===== config.mk =====
export PLATFORM = sky130hd
export DESIGN_NAME = nps_cell
export DESIGN_NICKNAME = d
export VERILOG_FILES = /design/src/assert_macros.svh /design/src/nps_pkg.sv /design/src/nps_cell.sv
export SDC_FILE = /design/constraint.sdc
export NUM_CORES = 2
export LEC_CHECK = 0
export ABC_AREA = 0
export BUFFER_PORTS_ARGS = -buffer_cell sky130_fd_sc_hd__clkbuf_2
export CELL_PAD_IN_SITES_DETAIL_PLACEMENT = 1
export CELL_PAD_IN_SITES_GLOBAL_PLACEMENT = 2
export CORE_AREA = 5 5 282 284
export DETAILED_ROUTE_END_ITERATION = 8
export DIE_AREA = 0 0 287 289
export PLACE_DENSITY_LB_ADDON = 0.3
export SLEW_MARGIN = 20
export SYNTH_ARGS = -nofsm -noshare
export SYNTH_HDL_FRONTEND = slang
export SYNTH_SLANG_ARGS = --single-unit

===== constraint.sdc =====
create_clock -name clk_i -period 5.6 [get_ports clk_i]
set_input_delay 1.12 -clock clk_i [delete_from_list [all_inputs] [get_ports clk_i]]
set_output_delay 1.12 -clock clk_i [all_outputs]
set_load 0.01 [all_outputs]

===== src/assert_macros.svh =====
// Assertion macros shared by the RTL.
// The checking forms are compiled in simulation; synthesis sees empty bodies.
`ifndef ASSERT_MACROS_SVH
`define ASSERT_MACROS_SVH

`ifndef SYNTHESIS

// Concurrent property, sampled on the rising clock, off while reset is low.
`define ASSERT_PROP(lbl, clk, rst_n, prop) \
  lbl: assert property (@(posedge clk) disable iff (!(rst_n)) (prop)) \
    else $error("assertion failed");

// Condition that must never be true outside reset.
`define ASSERT_NEVER(lbl, clk, rst_n, cond) \
  `ASSERT_PROP(lbl, clk, rst_n, !(cond))

`else

`define ASSERT_PROP(lbl, clk, rst_n, prop)
`define ASSERT_NEVER(lbl, clk, rst_n, cond)

`endif

`endif


===== src/nps_pkg.sv =====
`timescale 1ns / 1ps

package nps_pkg;

  localparam int NUM_REFERENCES   = 14;
  localparam int MAX_ENTRIES      = 256;
  localparam int NUM_TABLE_COLORS = 14;

  localparam int CHAN_W = 16;  // one color channel
  localparam int SQ_W   = 32;  // square of a channel difference
  localparam int DIST_W = 34;  // sum of three squares
  localparam int PIX_W  = 8;   // pixel index as reported
  localparam int REFN_W = 4;   // reference number as reported

  typedef struct packed {
    logic [CHAN_W-1:0] red;
    logic [CHAN_W-1:0] green;
    logic [CHAN_W-1:0] blue;
  } rgb_t;

  localparam rgb_t REF_COLORS [NUM_TABLE_COLORS] = '{
    '{16'd61166, 16'd61166, 16'd56797},
    '{16'd34952, 16'd34952, 16'd34952},
    '{16'd0,     16'd0,     16'd0    },
    '{16'd65535, 16'd65535, 16'd0    },
    '{16'd48059, 16'd48059, 16'd48059},
    '{16'd21845, 16'd21845, 16'd21845},
    '{16'd65535, 16'd65535, 16'd65535},
    '{16'd65535, 16'd0,     16'd0    },
    '{16'd0,     16'd65535, 16'd0    },
    '{16'd0,     16'd0,     16'd65535},
    '{16'd65535, 16'd65535, 16'd48059},
    '{16'd56797, 16'd0,     16'd0    },
    '{16'd0,     16'd48059, 16'd0    },
    '{16'd0,     16'd0,     16'd52428}
  };

  // Entry as it travels down the cell chain.
  typedef struct packed {
    logic             cand;  // a valid entry that competes
    logic             last;  // a valid entry that closes the run
    rgb_t             color;
    logic [PIX_W-1:0] pix;
  } entry_t;

  // Unload control broadcast to every cell.
  typedef struct packed {
    logic shift;  // move best pixels one cell toward the head
    logic clear;  // back to the empty state
  } ctrl_t;

endpackage


===== src/nps_cell.sv =====
`timescale 1ns / 1ps

module nps_cell #(
  parameter int REF_IDX = 0
) (
  input  logic                        clk_i,
  input  logic                        rst_ni,
  input  nps_pkg::entry_t             entry_i,
  input  nps_pkg::ctrl_t              ctrl_i,
  input  logic [nps_pkg::PIX_W-1:0]   pix_right_i,
  output nps_pkg::entry_t             entry_o,
  output logic [nps_pkg::PIX_W-1:0]   pix_o,
  output logic                        done_o
);

  localparam int TabIdx = REF_IDX % nps_pkg::NUM_TABLE_COLORS;
  localparam nps_pkg::rgb_t RefColor = nps_pkg::REF_COLORS[TabIdx];
  localparam int DW = nps_pkg::DIST_W;

  function automatic logic [nps_pkg::SQ_W-1:0] sq_diff(
    input logic [nps_pkg::CHAN_W-1:0] a,
    input logic [nps_pkg::CHAN_W-1:0] b
  );
    logic [nps_pkg::CHAN_W-1:0] d;
    logic [nps_pkg::SQ_W-1:0]   p;
    d = (a >= b) ? (a - b) : (b - a);
    p = d * d;
    return p;
  endfunction

  // forwarded entry
  logic                      fwd_cand_q, fwd_last_q;
  nps_pkg::rgb_t             fwd_color_q;
  logic [nps_pkg::PIX_W-1:0] fwd_pix_q;

  // stage A: squared channel differences
  logic [nps_pkg::SQ_W-1:0]  sq_r_q, sq_g_q, sq_b_q;
  logic [nps_pkg::PIX_W-1:0] pix_a_q;
  logic                      cand_a_q, last_a_q;

  // stage B: running best
  logic [DW-1:0]             best_dist_q, best_dist_d;
  logic [nps_pkg::PIX_W-1:0] best_pix_q, best_pix_d;
  logic                      done_q;
  logic [DW-1:0]             cur_dist;

  assign cur_dist = DW'(sq_r_q) + DW'(sq_g_q) + DW'(sq_b_q);

  always_comb begin
    best_dist_d = best_dist_q;
    best_pix_d  = best_pix_q;
    if (ctrl_i.clear) begin
      best_dist_d = '1;
      best_pix_d  = '0;
    end else if (ctrl_i.shift) begin
      best_pix_d  = pix_right_i;
    end else if (cand_a_q && (cur_dist < best_dist_q)) begin
      // strict less: the earlier index keeps a tie
      best_dist_d = cur_dist;
      best_pix_d  = pix_a_q;
    end
  end

  always_ff @(posedge clk_i or negedge rst_ni) begin
    if (!rst_ni) begin
      fwd_cand_q  <= 1'b0;
      fwd_last_q  <= 1'b0;
      cand_a_q    <= 1'b0;
      last_a_q    <= 1'b0;
      done_q      <= 1'b0;
      best_dist_q <= '1;
      best_pix_q  <= '0;
    end else begin
      fwd_cand_q  <= entry_i.cand;
      fwd_last_q  <= entry_i.last;
      cand_a_q    <= entry_i.cand;
      last_a_q    <= entry_i.last;
      done_q      <= last_a_q;
      best_dist_q <= best_dist_d;
      best_pix_q  <= best_pix_d;
    end
  end

  always_ff @(posedge clk_i) begin
    fwd_color_q <= entry_i.color;
    fwd_pix_q   <= entry_i.pix;
    pix_a_q     <= entry_i.pix;
    sq_r_q      <= sq_diff(entry_i.color.red,   RefColor.red);
    sq_g_q      <= sq_diff(entry_i.color.green, RefColor.green);
    sq_b_q      <= sq_diff(entry_i.color.blue,  RefColor.blue);
  end

  assign entry_o = nps_pkg::entry_t'{fwd_cand_q, fwd_last_q, fwd_color_q, fwd_pix_q};
  assign pix_o   = best_pix_q;
  assign done_o  = done_q;

endmodule


-- Word level (Yosys, flattened, before mapping)
Index checks and enable logic that the tools add are counted.
- multipliers: 3
- mux-type cells: 9
- reduce and logical (&&, ||, !) cells: 4
- bitwise operators: 0
- add/sub/neg operators: 8
- magnitude comparators: 4
- divide/modulo/power cells: 0
- shift operators: 0
- equality and inequality tests: 1
- operators by type and width (operator ; count):
    $mux 34 ; 3
    $mul 16x16->32 ; 3
    $ge 16x16->1 const B ; 3
    $mux 16 ; 3
    $sub 16x16->16 const A ; 3
    $sub 16x16->16 const B ; 3
    $add 33x32->34 ; 1
    $lt 34x34->1 ; 1
    $add 32x32->33 ; 1
    $mux 8 ; 3
    $reduce_bool 3->1 ; 1
    $ne 2x2->1 const B ; 1
    $reduce_and 2->1 ; 1
    $reduce_bool 2->1 ; 1
    $logic_and 1x1->1 ; 1
- RAM bits: 0
- bits in read-only memories: 0
- memories kept: 0
- register bits: 197
- word-level logic and storage cells: 41
- latch bits: 0
- bits of input ports: 70
- output and inout port bits: 67

-- Depth between registers and ports, before layout
- depth in word-level cells: 7
- gate-level depth with buffers: 36
- depth with buffers taken out: 32

-- Worst setup path after synthesis
No wires, ideal clock.
- path type: input to register
- start: in entry_i[24] in the netlist's numbering
- end: reg sq_g_q[31] in the netlist's numbering
- buffers on the path: 3
- stages on the path: 32
- setup slack: -3075 ps
- data required time: 5471 ps
- data arrival time: 8546 ps
- library setup time: 129 ps
- path through: inv_1 > clkbuf_1 > ha_1 > o211a_1 > o211ai_1 > a21oi_2 > buf_2 > o21ai_0 > xor2_1 > clkinv_1 > nand2_1 > inv_1 > fa_1 > inv_1 > fa_1 > inv_1 > fa_1 > fa_1 > fa_1 > inv_1 > fa_1 > inv_1 > ha_1 > clkbuf_1 > a21o_1 > a21o_1 > a21oi_1 > nor2_1 > a221oi_4 > o221ai_2 > a311oi_2 > xnor3_1
- cells in the longest elaborated chain, start to end: 3
- elaborated cells on any way between the ends: 5
- those cells by class: add/sub (2); mul (1); order compare (1); mux (1)
- ends and longest elaborated chain (item ; line ; RTL):
    from (decl) ; nps_cell.sv:8 ; input nps_pkg::entry_t entry_i,
    $sub 16x16->16 or $ge 16x16->1 (tied branches) ; nps_cell.sv:26 ; d = (a >= b) ? (a - b) : (b - a);
    $mux 16 * ; nps_cell.sv:26 ;
    $mul 16x16->32 * ; nps_cell.sv:27 ; p = d * d;
    to (signal assigned) ; nps_cell.sv:89 ; sq_g_q <= sq_diff(entry_i.color.green, RefColor.green);
    to (decl) ; nps_cell.sv:37 ; logic [nps_pkg::SQ_W-1:0] sq_r_q, sq_g_q, sq_b_q;
Mark *: on every way between the ends. The rest lies on a longest branch, timed or not.
A chain may end at the register's enable or synchronous reset.

-- Worst setup path in the final report
- start: in entry_i[41] in the netlist's numbering
- end: reg sq_r_q[29] in the netlist's numbering
- cells in the longest elaborated chain, start to end: 3
- elaborated cells on any way between the ends: 5
- those cells by class: add/sub (2); mul (1); order compare (1); mux (1)
- ends and longest elaborated chain (item ; line ; RTL):
    $sub 16x16->16 or $ge 16x16->1 (tied branches) ; nps_cell.sv:26 ;
    $mux 16 * ; nps_cell.sv:26 ;
    $mul 16x16->32 * ; nps_cell.sv:27 ;
    to (signal assigned) ; nps_cell.sv:88 ; sq_r_q <= sq_diff(entry_i.color.red, RefColor.red);
    to (decl) ; nps_cell.sv:37 ;
Marks and branches as above.

==> key figures <==
Run status
  – Status: finished with violations
  – Failing checks: negative setup slack

Yosys
  – Mapped Cells: 3448
  – Synthesized flop and latch total: 192
  – Largest area contributor in the synthesized netlist: fa_1
  – Netlist Area Pre-Place: 31100 sq um
  – Share of the synthesized area in the top cell type: 33.8%
  – Asr flop ratio synth: 23.4%
  – Post-synthesis sequential area ratio: 13.2%
  – Cell with the most instances after synthesis: inv_1
  – Ys flop type: dfxtp_1
  – Number of flops mapped to enable cells by yosys: 0
  – Yosys cell types: 94
  – Synth cell count leaders: inv_1, fa_1, ha_1, nor2_1, nand2_1
  – Synth Area per Inst: 9.02 sq um
  – Synth Warn #: 0
  – Largest cells by area after synthesis: fa_1, ha_1, dfxtp_1

Die
  – Initial Util: 40.5%
  – Die ar.: 82900 sq um
  – Core Area: 76800 sq um
  – I/O pin total: 137
  – Die W: 287 um
  – Die height: 289 um
  – Cell row count: 102

Timing
  – Achievable clock frequency: 119 MHz
  – Slew headroom: 45.4%
  – RSZ-0062 raised after global routing: yes
  – Fin crit period: 8420 ps
  – Slew @ Worst Pin: 818 ps
  – Final Max Slew Viols: 0
  – Setup violations, final: 78
  – Final Hold Viols: 0
  – PnR worst setup slack: -2820 ps
  – Clock skew: 21.4 ps
  – Tcrit/Tclk final: 150%

Clock network
  – CTS tree: done
  – Clk slew on worst S/H paths: 90 ps
  – Clk sinks: 192
  – H-tree depth: 4
  – Skew-Pair Late Insertion Delay: 520 ps
  – CTS Root Buffer Type: clkbuf_16
  – Clock Path Buffers: 2
  – CTS buffer count: 17
  – Hold Buf Count CTS: 0

Global routing
  – GRT Util Overall: 25.2%
  – Largest net degree at the start of global routing: 46
  – Initial antenna violation count: 4
  – Congestion Overflow GR: 0
  – First-pass GRT wire length: 166 mm
  – Vias in the first global route: 31476

Layout
  – Nets@finish: 5361
  – Final instance area: 44100 sq um
  – Layout cell share with drive strength beyond 1: 38.7%
  – Layout area overhead: 41.8%

Drt
  – DRT Pass-1 Iters: 5
  – Routed Antenna Nets: 0
  – Routed WL: 113 mm
  – Total number of vias: 28080
  – Avg WL per Cell: 20.7 um
  – Iter 0 DRT Violations: 1311
  – DRC violations left: 0
  – Via-per-instance ratio: 5.15

Placement
  – Routability cong.: 0.869
  – DP HPWL: 82.2 mm
  – DP Area: 39300 sq um
  – Port bufs: 136

Critical path
  – Crit end category: register
  – CP Max Fanout: 5
  – Required @ worst endpoint: 6030 ps
  – Critical path class: in2reg
  – Critical path's slowest cell: fa_1
  – Crit-path most repeated cell: fa_1
  – CP delay by family, top: adder cells
  – Crit-path max cell delay: 650 ps
  – Arr. time, crit path: 8840 ps
  – Crit path buf inv count: 10
  – Critical path launch point type: primary input

Min path
  – Worst min-delay path class: reg2reg

Run
  – Max-cap viol count: 0
[registers in the layout, indices dropped and copies added (netlist names)]
| register | cells |
|---|---|
| entry_o | 46 |
| best_dist_q | 34 |
| sq_b_q | 31 |
| sq_g_q | 31 |
| sq_r_q | 31 |
| pix_a_q | 8 |
| pix_o | 8 |
| cand_a_q | 1 |
| done_o | 1 |
| last_a_q | 1 |
[metal layers]
layer  up-vias  global-route usage, %  part of all wire (%)
met5         -                      0                 0.024
met4         4                   6.84                   3.6
met3       233                   3.41                   4.1
met2       668                   46.0                    52
met1     14435                   31.5                    40
li1      12740                      -                     -
[through the flow]
stage / std cells / setup WS (ps) / setup TNS [ps] / util, % / hold slack [ps]
after global placement: 5260 / -2850 / -172150 / 51.1 / 354
after CTS: 5386 / -2160 / -125770 / 54.7 / 395
after global routing: 5454 / -2880 / -155070 / 57.4 / 411
after floorplan: 3449 / -2500 / -127910 / - / 355
after detailed placement: 5260 / -3060 / -184370 / 51.1 / 373
final: 5455 / -2820 / -145250 / 57.4 / 385
[kinds of logic after synthesis]
group	count (synthesis)	synth area share, %
fa+ha+maj	890	48.5
simple gates	828	11.5
mux	31	1.05
other cells	2	0.0241
xor+xnor	156	4.61
buf+inv	837	10.3
flops	192	13.2
compound gates	512	10.8
[cells in the final DEF (no fill, tap or decap), types with 18 or more instances in the layout]
master     count
ha_4          58
o21ai_2       27
o21ai_0       53
dfstp_2       34
a21oi_2       40
a21oi_1       84
fa_1         496
inv_2        105
clkbuf_16     19
xor2_1        31
nor2_4        28
a21o_1        61
buf_6        116
nor2_2        22
nand2_4       34
ha_1         299
o211ai_1      18
xnor2_1       65
nand2_2       46
fa_2          29
and3_1        20
a21oi_4       21
inv_1        635
buf_4        738
nand2_1      236
nand2b_1      19
xnor2_2       30
clkbuf_2     131
nor2_1       283
o21a_1        23
nand3_1       30
nor3_1        18
dfxtp_1      146
[path summary, 6_finish.rpt]
kind,from,endpoint,slack (ps),cells past startpoint
max in group asynchronous,rst_ni,pix_o[6],4480,2
max,entry_i[41],sq_r_q[29],-2820,32
max reg2reg,sq_b_q[7],pix_o[5],380,21
min in group asynchronous,rst_ni,last_a_q,710,2
min reg2reg,last_a_q,done_o,380,0
min,last_a_q,done_o,380,0
[what timing repair did]
item | 4_1_cts | 5_1_grt
gates resized for setup | 318 | 384
pin swaps | 219 | 283
setup endpoints to repair | 78 | 87
cloned | 3 | 2
buffers inserted | 101 | 95
[worst register-to-register path: cells and delay by family (launching register included)]
family,cells,cell delay (ps)
compound gates,8,1460
fa+ha+maj,3,1160
buf+inv,2,390
flops,1,400
mux,1,140
simple gates,7,1550
[layout make-up]
cell class	count	area, sq um
tap	1040	1300
antenna	1	2.50
clock inverter	12	125
timing repair buffer	1009	7940
inverter	760	2920
clock buffer	20	457
multi-input combinational	2421	27200
sequential	192	4110
fill	8669	32700
Power is left out: the tool's default activity adds up to more than one toggle a clock period on the data nets, which glitch-free logic cannot reach.
